[src/rtl/hsl2rgb_pkg.sv]
// ----------------------------------------------------------------------------
// HSL to RGB package
// Constants, hue sector routing and channel scaling shared by the converter.
// ----------------------------------------------------------------------------
package hsl2rgb_pkg;

    // Field widths
    localparam int HUE_W  = 15;
    localparam int FRAC_W = 17;
    localparam int CHAN_W = 8;

    // Derived widths
    localparam int SECT_W = 4;               // hue sectors 0..8 for any 15-bit hue
    localparam int POS_W  = 12;              // position inside a sector, 0..3840
    localparam int AS_W   = 2 * FRAC_W - 1;  // a * s, up to 2^32
    localparam int XAS_W  = AS_W + POS_W;    // a * s * q
    localparam int SUM_W  = 2 * FRAC_W;      // l * 2^17 plus or minus a * s
    localparam int NUM_W  = 46;              // channel numerators
    localparam int SCL_W  = NUM_W + 5;       // numerator times 17
    localparam int SHR    = 41;              // 255 / (2^33 * 3840) == 17 / 2^41

    // Constants
    localparam logic [FRAC_W-1:0] ONE_Q16      = 17'd65536;
    localparam logic [HUE_W-1:0]  SECTOR_UNITS = 15'd3840;
    localparam int                LAST_SECTOR  = 8;

    // What a channel carries
    typedef enum logic [1:0] {
        SEL_ZERO,
        SEL_C,
        SEL_X
    } comp_sel_t;

    typedef struct packed {
        comp_sel_t red;
        comp_sel_t green;
        comp_sel_t blue;
    } sector_route_t;

    // Component order for each hue sector; sector 5 and above share one order
    function automatic sector_route_t sector_route(input logic [SECT_W-1:0] sector);
        sector_route_t r;
        case (sector)
            4'd0:    r = '{red: SEL_C,    green: SEL_X,    blue: SEL_ZERO};
            4'd1:    r = '{red: SEL_X,    green: SEL_C,    blue: SEL_ZERO};
            4'd2:    r = '{red: SEL_ZERO, green: SEL_C,    blue: SEL_X};
            4'd3:    r = '{red: SEL_ZERO, green: SEL_X,    blue: SEL_C};
            4'd4:    r = '{red: SEL_X,    green: SEL_ZERO, blue: SEL_C};
            default: r = '{red: SEL_C,    green: SEL_ZERO, blue: SEL_X};
        endcase
        return r;
    endfunction

    // floor(n * 17 / 2^41), clamped to a byte
    function automatic logic [CHAN_W-1:0] chan_scale(input logic [NUM_W-1:0] n);
        logic [SCL_W-1:0]   t;
        logic [SCL_W-SHR-1:0] v;
        t = {1'b0, n, 4'b0000} + {5'b00000, n};
        v = t[SCL_W-1:SHR];
        if (v > {{(SCL_W-SHR-CHAN_W){1'b0}}, {CHAN_W{1'b1}}}) begin
            return {CHAN_W{1'b1}};
        end
        return v[CHAN_W-1:0];
    endfunction

    // Pick the numerator for one channel
    function automatic logic [NUM_W-1:0] chan_pick(input comp_sel_t sel,
                                                   input logic [NUM_W-1:0] nc,
                                                   input logic [NUM_W-1:0] nx,
                                                   input logic [NUM_W-1:0] n0);
        logic [NUM_W-1:0] r;
        case (sel)
            SEL_C:   r = nc;
            SEL_X:   r = nx;
            default: r = n0;
        endcase
        return r;
    endfunction

endpackage

[src/rtl/hsl_to_rgb_color_convert.sv]
// ----------------------------------------------------------------------------
// HSL to RGB colour converter
// Five-stage pipeline converting one HSL colour per transaction to 8-bit RGB.
// ----------------------------------------------------------------------------
// Takes one colour every clock cycle while the result side accepts, and
// delivers its RGB bytes through stage registers 1 to 4 plus the output
// register; the pipeline's deepest steps are the 17x17 a*s product in
// stage 2 and the 33x12 product against the in-sector position in stage 3.
// Hue is in 1/64 degree; saturation and lightness are Q1.16 with 65536 as 1.0
// and anything larger is treated as 1.0. A hue at or above 360 degrees keeps
// the last sector's channel order. Backpressure on the result side stalls the
// pipeline in place; empty stages still fill while the output waits.
module hsl_to_rgb_color_convert (
    input  logic                              aclk,
    input  logic                              aresetn,
    input  logic                              s_valid,
    output logic                              s_ready,
    input  logic [hsl2rgb_pkg::HUE_W-1:0]     s_hue,
    input  logic [hsl2rgb_pkg::FRAC_W-1:0]    s_saturation,
    input  logic [hsl2rgb_pkg::FRAC_W-1:0]    s_lightness,
    output logic                              m_valid,
    input  logic                              m_ready,
    output logic [hsl2rgb_pkg::CHAN_W-1:0]    m_red,
    output logic [hsl2rgb_pkg::CHAN_W-1:0]    m_green,
    output logic [hsl2rgb_pkg::CHAN_W-1:0]    m_blue
);
    import hsl2rgb_pkg::*;

    // Stage registers
    logic                 st1_valid_reg, st2_valid_reg, st3_valid_reg, st4_valid_reg;
    logic                 m_valid_reg;
    logic [SECT_W-1:0]    st1_sector_reg, st2_sector_reg, st3_sector_reg, st4_sector_reg;
    logic [POS_W-1:0]     st1_q_reg, st2_q_reg;
    logic [FRAC_W-1:0]    st1_a_reg, st1_s_reg, st1_l_reg, st2_l_reg;
    logic [AS_W-1:0]      st2_as_reg;
    logic [XAS_W-1:0]     st3_xas_reg;
    logic [SUM_W-1:0]     st3_p_reg, st3_m_reg;
    logic [NUM_W-1:0]     st4_nc_reg, st4_nx_reg, st4_n0_reg;
    logic [CHAN_W-1:0]    m_red_reg, m_green_reg, m_blue_reg;

    // Next values
    logic [SECT_W-1:0]    st1_sector_next;
    logic [POS_W-1:0]     st1_q_next;
    logic [FRAC_W-1:0]    st1_a_next, st1_s_next, st1_l_next;
    logic [AS_W-1:0]      st2_as_next;
    logic [XAS_W-1:0]     st3_xas_next;
    logic [SUM_W-1:0]     st3_p_next, st3_m_next;
    logic [NUM_W-1:0]     st4_nc_next, st4_nx_next, st4_n0_next;
    logic [CHAN_W-1:0]    m_red_next, m_green_next, m_blue_next;

    logic                 st1_ready, st2_ready, st3_ready, st4_ready, out_ready;

    // Ready chain: a stage moves when it is empty or its successor moves
    assign out_ready = !m_valid_reg   || m_ready;
    assign st4_ready = !st4_valid_reg || out_ready;
    assign st3_ready = !st3_valid_reg || st4_ready;
    assign st2_ready = !st2_valid_reg || st3_ready;
    assign st1_ready = !st1_valid_reg || st2_ready;
    assign s_ready   = st1_ready;

    // Stage 1: saturate, find hue sector, fold position, form 1 - |2L - 1|
    always_comb begin
        logic [HUE_W-1:0]  base;
        logic [HUE_W-1:0]  pos;
        logic [FRAC_W:0]   twol;
        logic [FRAC_W:0]   lum_dev;
        logic [FRAC_W:0]   a_wide;
        st1_s_next = (s_saturation > ONE_Q16) ? ONE_Q16 : s_saturation;
        st1_l_next = (s_lightness  > ONE_Q16) ? ONE_Q16 : s_lightness;

        st1_sector_next = '0;
        base            = '0;
        for (int k = 1; k <= LAST_SECTOR; k++) begin
            if (s_hue >= HUE_W'(k * int'(SECTOR_UNITS))) begin
                st1_sector_next = SECT_W'(k);
                base            = HUE_W'(k * int'(SECTOR_UNITS));
            end
        end
        pos = s_hue - base;
        if (st1_sector_next[0]) begin
            st1_q_next = POS_W'(SECTOR_UNITS - pos);
        end else begin
            st1_q_next = pos[POS_W-1:0];
        end

        twol = {st1_l_next, 1'b0};
        if (twol >= {1'b0, ONE_Q16}) begin
            lum_dev = twol - {1'b0, ONE_Q16};
        end else begin
            lum_dev = {1'b0, ONE_Q16} - twol;
        end
        a_wide     = {1'b0, ONE_Q16} - lum_dev;
        st1_a_next = a_wide[FRAC_W-1:0];
    end

    // Stage 2: chroma product a * s (chroma scaled by 2^32)
    assign st2_as_next = AS_W'(st1_a_reg * st1_s_reg);

    // Stage 3: second-component product, lightness sum and offset
    assign st3_xas_next = XAS_W'(st2_as_reg * st2_q_reg);
    assign st3_p_next   = {st2_l_reg, {FRAC_W{1'b0}}} + {1'b0, st2_as_reg};
    assign st3_m_next   = {st2_l_reg, {FRAC_W{1'b0}}} - {1'b0, st2_as_reg};

    // Stage 4: numerators, scaled by 3840 as shift and subtract
    always_comb begin
        st4_nc_next = {st3_p_reg, 12'd0} - {4'd0, st3_p_reg, 8'd0};
        st4_n0_next = NUM_W'({st3_m_reg, 12'd0} - {4'd0, st3_m_reg, 8'd0});
        st4_nx_next = {st3_xas_reg, 1'b0} + st4_n0_next;
    end

    // Stage 5: route components to channels and scale to bytes
    always_comb begin
        sector_route_t route;
        route       = sector_route(st4_sector_reg);
        m_red_next   = chan_scale(chan_pick(route.red,   st4_nc_reg, st4_nx_reg, st4_n0_reg));
        m_green_next = chan_scale(chan_pick(route.green, st4_nc_reg, st4_nx_reg, st4_n0_reg));
        m_blue_next  = chan_scale(chan_pick(route.blue,  st4_nc_reg, st4_nx_reg, st4_n0_reg));
    end

    // Valid bits
    always_ff @(posedge aclk) begin
        if (!aresetn) begin
            st1_valid_reg <= 1'b0;
            st2_valid_reg <= 1'b0;
            st3_valid_reg <= 1'b0;
            st4_valid_reg <= 1'b0;
            m_valid_reg   <= 1'b0;
        end else begin
            if (st1_ready) st1_valid_reg <= s_valid;
            if (st2_ready) st2_valid_reg <= st1_valid_reg;
            if (st3_ready) st3_valid_reg <= st2_valid_reg;
            if (st4_ready) st4_valid_reg <= st3_valid_reg;
            if (out_ready) m_valid_reg   <= st4_valid_reg;
        end
    end

    // Payload registers, loaded only when a transaction moves in
    always_ff @(posedge aclk) begin
        if (st1_ready && s_valid) begin
            st1_sector_reg <= st1_sector_next;
            st1_q_reg      <= st1_q_next;
            st1_a_reg      <= st1_a_next;
            st1_s_reg      <= st1_s_next;
            st1_l_reg      <= st1_l_next;
        end
        if (st2_ready && st1_valid_reg) begin
            st2_sector_reg <= st1_sector_reg;
            st2_q_reg      <= st1_q_reg;
            st2_l_reg      <= st1_l_reg;
            st2_as_reg     <= st2_as_next;
        end
        if (st3_ready && st2_valid_reg) begin
            st3_sector_reg <= st2_sector_reg;
            st3_xas_reg    <= st3_xas_next;
            st3_p_reg      <= st3_p_next;
            st3_m_reg      <= st3_m_next;
        end
        if (st4_ready && st3_valid_reg) begin
            st4_sector_reg <= st3_sector_reg;
            st4_nc_reg     <= st4_nc_next;
            st4_nx_reg     <= st4_nx_next;
            st4_n0_reg     <= st4_n0_next;
        end
        if (out_ready && st4_valid_reg) begin
            m_red_reg   <= m_red_next;
            m_green_reg <= m_green_next;
            m_blue_reg  <= m_blue_next;
        end
    end

    assign m_valid = m_valid_reg;
    assign m_red   = m_red_reg;
    assign m_green = m_green_reg;
    assign m_blue  = m_blue_reg;

    // Checks
    a_accept_fills_st1: assert property (@(posedge aclk) disable iff (!aresetn)
        s_valid && s_ready |=> st1_valid_reg)
        else $error("accepted transaction did not reach stage 1");

    a_st4_holds_on_stall: assert property (@(posedge aclk) disable iff (!aresetn)
        st4_valid_reg && !st4_ready |=> st4_valid_reg && $stable(st4_nc_reg)
            && $stable(st4_nx_reg) && $stable(st4_sector_reg))
        else $error("stage 4 lost or changed a stalled transaction");

    a_st3_to_st4: assert property (@(posedge aclk) disable iff (!aresetn)
        st3_valid_reg && st4_ready |=> st4_valid_reg)
        else $error("stage 3 transaction dropped on its way to stage 4");

endmodule
[config.mk]
export PLATFORM = sky130hd
export DESIGN_NAME = hsl_to_rgb_color_convert
export DESIGN_NICKNAME = d
export VERILOG_FILES = /design/src/rtl/hsl2rgb_pkg.sv /design/src/rtl/hsl_to_rgb_color_convert.sv
export SDC_FILE = /design/constraint.sdc
export NUM_CORES = 2
export LEC_CHECK = 0
export BUFFER_PORTS_ARGS = -buffer_cell sky130_fd_sc_hd__buf_2
export CAP_MARGIN = 40
export CORE_ASPECT_RATIO = 2
export CORE_UTILIZATION = 30
export CTS_BUF_LIST = sky130_fd_sc_hd__clkbuf_16
export CTS_CLUSTER_DIAMETER = 200
export DETAILED_ROUTE_END_ITERATION = 7
export HOLD_SLACK_MARGIN = 0.02
export RECOVER_POWER = 25
export SYNTH_ARGS = -nofsm -noshare
export SYNTH_HDL_FRONTEND = slang
export SYNTH_SLANG_ARGS = --single-unit
[constraint.sdc]
create_clock -name aclk -period 13.3 [get_ports aclk]
set_input_delay 1.995 -clock aclk [delete_from_list [all_inputs] [get_ports aclk]]
set_output_delay 1.995 -clock aclk [all_outputs]
set_load 0.02 [all_outputs]
* After elaboration in Yosys (flattened, before gate mapping)
Index checks and enable logic that the tools add are counted.
** Storage, ports and cells
- Flip-flop bits (word level) :: 421
- Output and inout port bits :: 26
- Logic and storage cells :: 113
** Cells by class
- Add/subtract/negate cells :: 13
- Multipliers :: 2
- Order comparisons :: 14
- Eq/ne operators :: 10
- Muxes and demuxes :: 32
- Reductions and logical operators :: 16
** Operators by type and width (count)
- $pmux 46 s2 :: 3
- $add 50x46->51 :: 3
- $mux 12 :: 9
- $sub 46x42->46 :: 2
- $ge 15x15->1 const B :: 4
- $mux 8 :: 6
- $add 46x46->46 :: 1
- $mul 33x12->45 :: 1
- $add 34x33->34 :: 1
- $gt 17x17->1 const B :: 2
- $mux 17 :: 2
- $sub 17x17->17 const A :: 2
- $sub 34x33->34 :: 1
- $mul 17x17->33 :: 1
- $ge 15x14->1 const B :: 2
- $gt 10x8->1 const B :: 3
- $pmux 6 s5 :: 1
- $mux 4 :: 6
- $ge 18x17->1 const B :: 1
- $sub 17x17->17 const B :: 1
- $ge 15x12->1 const B :: 1
- $ge 15x13->1 const B :: 1
- $sub 12x12->12 :: 1
- $sub 12x12->12 const A :: 1
- other kinds (10) :: 31

* Depth between registers and ports, before layout
- Word-level depth :: 12
- Depth in mapped cells :: 24
- Gate-level depth less buffers :: 23

* Worst setup path after synthesis
OpenSTA, ideal clock, no wires.
- Path type :: input to register
- Start point :: in m_ready
- End point :: reg st4_n0_reg[10] (enable)
- Setup time :: 0.786 ns
- Arrival :: 10.821 ns
- Required time :: 12.514 ns
- Setup slack :: 1.692 ns
- Stages :: 2
- Buffers on the path :: 0
- Path through :: nor2b_1 -> a21boi_0
** Between the ends
- Longest elaborated chain between the ends :: 3
** Ends and longest elaborated chain
- start, declared :: RTL line hsl_to_rgb_color_convert.sv:22 : input logic m_ready,
- $logic_or 1x1->1 :: RTL line hsl_to_rgb_color_convert.sv:54 : assign out_ready = !m_valid_reg || m_ready;
- $logic_or 1x1->1 :: RTL line hsl_to_rgb_color_convert.sv:55 : assign st4_ready = !st4_valid_reg || out_ready;
- $logic_and 1x1->1 :: RTL line hsl_to_rgb_color_convert.sv:158 : if (st4_ready && st3_valid_reg) begin
- end signal, assigned :: RTL line hsl_to_rgb_color_convert.sv:162 : st4_n0_reg <= st4_n0_next;
- end, declared :: RTL line hsl_to_rgb_color_convert.sv:38 : logic [NUM_W-1:0] st4_nc_reg, st4_nx_reg, st4_n0_reg;
No other way between the ends.
A chain may end at the register's enable or synchronous reset.

* Final worst setup path
- Start point :: reg st2_q_reg[6]
- End point :: reg st3_xas_reg[43], data pin
** Between the ends
- Longest elaborated chain between the ends :: 1
** Ends and longest elaborated chain
- start, declared :: RTL line hsl_to_rgb_color_convert.sv:33 : logic [POS_W-1:0] st1_q_reg, st2_q_reg;
- start signal, assigned :: RTL line hsl_to_rgb_color_convert.sv:148 : st2_q_reg <= st1_q_reg;
- $mul 33x12->45 :: RTL line hsl_to_rgb_color_convert.sv:100 : assign st3_xas_next = XAS_W'(st2_as_reg * st2_q_reg);
- net st3_xas_next[43] :: RTL line hsl_to_rgb_color_convert.sv:46 : logic [XAS_W-1:0] st3_xas_next;
- end signal, assigned :: RTL line hsl_to_rgb_color_convert.sv:154 : st3_xas_reg <= st3_xas_next;
- end, declared :: RTL line hsl_to_rgb_color_convert.sv:36 : logic [XAS_W-1:0] st3_xas_reg;
The timed path passes the listed nets, and every way through them passes these cells.

==> results.txt <==
Post-CTS sizing - 0
Overall routed net length - 134000 um
Layout cells sized above 1 - 4.41%
Final WS setup - 6.08 ns
Hold_buf cts - 0
GP Congestion - 0.970
WL/cell - 18.8 um
Cells along the critical path - buf_4 -> nand2_1 -> fa_1 -> inv_1 -> fa_1 -> fa_1 -> fa_1 -> inv_1 -> fa_1 -> inv_1 -> ha_1 -> a21oi_1 -> o21ai_0 -> or4_1 -> o311a_1 -> a221o_1 -> a21oi_1 -> o311ai_1 -> mux2i_1 -> or4_1
Synthesized Nets - 6057
Unrepaired setup endpoints after global routing - false
Max Slew Vio Count - 75
Register-to-Register Path Depth - 20
Final Cell Area - 50900 um^2
FF+latch count, synth - 393
Count leader, synth - inv_1
Slowest-stage cell, CP - edfxtp_1
Endpoints failing hold - 0
Synth Area in Compound Gates - 13.2%
Buf/Inv on CP - 4
Die outline area - 158000 um^2
Global-route wire length before repair - 211000 um
Die Ht - 561 um
H-tree Lvls - 2
Cell repeated most along the worst path - fa_1
Max Fclk - 139 MHz
EDFF count, synth - 388
Data arrival, critical path - 7.57 ns
Port buffer count - 78
Rows - 205
TritonCTS clock tree - yes
Hpwl dp - 110000 um
DR vias - 35900
Largest family of logic cells by synthesized area - adder cells
Drt initial violations - 1577
Total core area - 156000 um^2
Mapped Cells - 5054
Period utilization - 54.3%
Final core occ - 32.7%
Worst slew margin - -59.4%
Synth top cells by count - inv_1, nand2_1, fa_1
Die Width - 282 um
Dpl ws - 6.10 ns
Synth area leaders - edfxtp_1, fa_1, ha_1
Total negative setup slack - 0 ns
Async SR Flop Fraction - 0%
Maximum buffer depth of the clock tree - 3
Final-stage net count - 6031
Reg2reg setup slack - 6.08 ns
Clock sink count - 393
WHS Endpoint - st2_q_reg[1]
Post-CTS setup buffer count - 0
Xor and xnor area share after synthesis - 4.63%
Hold depth - 0
Reg clk slew, reported paths - 0.06 ns
Status - finished with violations
DRT Pass-1 Iters - 8
Vias in the first global route - 38800
Mean Syn Cell Area - 9.29 um^2
Clock Skew - 0.0351 ns
Clk root buf - clkbuf_16
Sequential fraction of the synthesis area - 25.0%
Hold Crit Class - reg -> reg
Clock latency at the later pin of the worst-skew pair - 0.64 ns
Most used DFF post-synth - edfxtp_1
CP endpoint kind - register
Max_cap viols - 2
R2R Path Start - st2_q_reg[6]
CP delay by family, top - adder cells
Dpl cell area - 49700 um^2
Post-synthesis mux area share - 0.219%
YS warnings - 0
Largest area contributor in the netlist - edfxtp_1
Synth Area in Adders - 33.5%
Num CTS Buffers - 41
R2r endpoint - st3_xas_reg[43]
Worst Setup Path Type - reg -> reg
Synth Cell Area - 46900 um^2
I/O Pins - 79
Antenna Nets Post-Route - 0
Minimum clock period - 7.22 ns
DR DRC count - 0
Synthesis-to-finish area growth - 8.53%
Crit-path max FO - 20
Top cell type's share of synthesized area - 24.8%
Setup crit start kind - register
Worst hold start - st1_q_reg[1]
Fraction of the mapped netlist area in simple logic gates - 15.8%
Required time of the critical path - 13.65 ns
Final setup viols - 0
Initial antenna violation count - 1
Worst Max-Slew Pin Slew - 2.39 ns
Grt ovf - 0
Total GRT Usage - 17.2%
Netlist cell types - 88
Initial Util - 30.1%
Vias per cell - 5.04
Largest net degree at the start of global routing - 79
Violated checks - capacitance limit, slew limit
Critical path's largest stage delay - 0.66 ns
==> through the flow <==
step	std cells	hold WS, ns
floorplan	5054	0.400
global placement	7041	0.402
detailed placement	7055	0.405
CTS	7126	0.412
global route	7127	0.414
finish	7127	0.413
==> cells in the final DEF, fill, tap and decap left out, types with 11 or more instances in the layout <==
cell,synthesis,routed
ha_1,439,436
o21ai_0,199,199
a22oi_1,74,74
o211ai_1,23,23
edfxtp_1,388,388
or3_1,18,18
nor4_1,16,16
clkbuf_16,0,41
inv_1,743,746
o31ai_1,15,15
xnor2_1,181,180
nand4_1,26,26
nor2_1,202,201
buf_2,5,79
buf_4,0,37
o21bai_1,28,28
a31oi_1,71,70
xor2_1,67,66
nand3_1,68,68
and2_1,256,253
o21a_1,44,44
fa_1,511,511
nor3_1,52,52
nand2b_1,32,32
a211oi_1,37,37
nand2_1,713,713
nor2b_1,68,67
a21o_1,102,102
a21oi_1,229,229
a2111oi_0,11,11
and3_1,42,42
==> final cells by class <==
cell class	count	area, um^2
inverter	743	2790
antenna	1	2.50
tap	2070	2590
sequential	393	11800
clock buffer	41	1030
clock inverter	30	322
fill	16000	105000
multi-input combinational	3717	31700
timing repair buffer	132	779
==> worst max-delay path by stage <==
stage | start | endpoint | slack, ns | cells past startpoint
6_report | st2_q_reg[6] | st3_xas_reg[43] | 6.08 | 20
5_1_grt | st2_q_reg[6] | st3_xas_reg[43] | 5.76 | 20
4_1_cts | st2_q_reg[6] | st3_xas_reg[43] | 6.09 | 20
3_5_place_dp | st2_q_reg[6] | st3_xas_reg[43] | 6.10 | 20
3_3_place_gp | st2_q_reg[6] | st3_xas_reg[43] | 6.13 | 20
2_1_floorplan | m_ready | st4_n0_reg[10] | 1.69 | 2
==> routing by layer <==
layer  share of wire (%)  routed length (um)  up-vias  global-route usage [%]
met4                 6.9                9290        0                    11.0
met3                 2.5                3390      397                    1.41
li1                    -                   -    16900                       -
met1                  32               43200    17800                    15.2
met2                  58               77900      858                    35.6
met5                   0                   0        -                       0
==> logic make-up (layout without fill, tap and decap cells) <==
group	count (synthesis)	count (layout)
buffers and inverters	944	946
AOI/OAI and AO/OA	956	956
other	0	1
DFF	393	393
adders and majority gates	952	952
and+or+nand+nor	1551	1551
muxes	10	10
xor gates and xnor gates	248	248
Power is not shown: default switching activity piles up to over one toggle a cycle in this logic, so the estimate is an artifact.
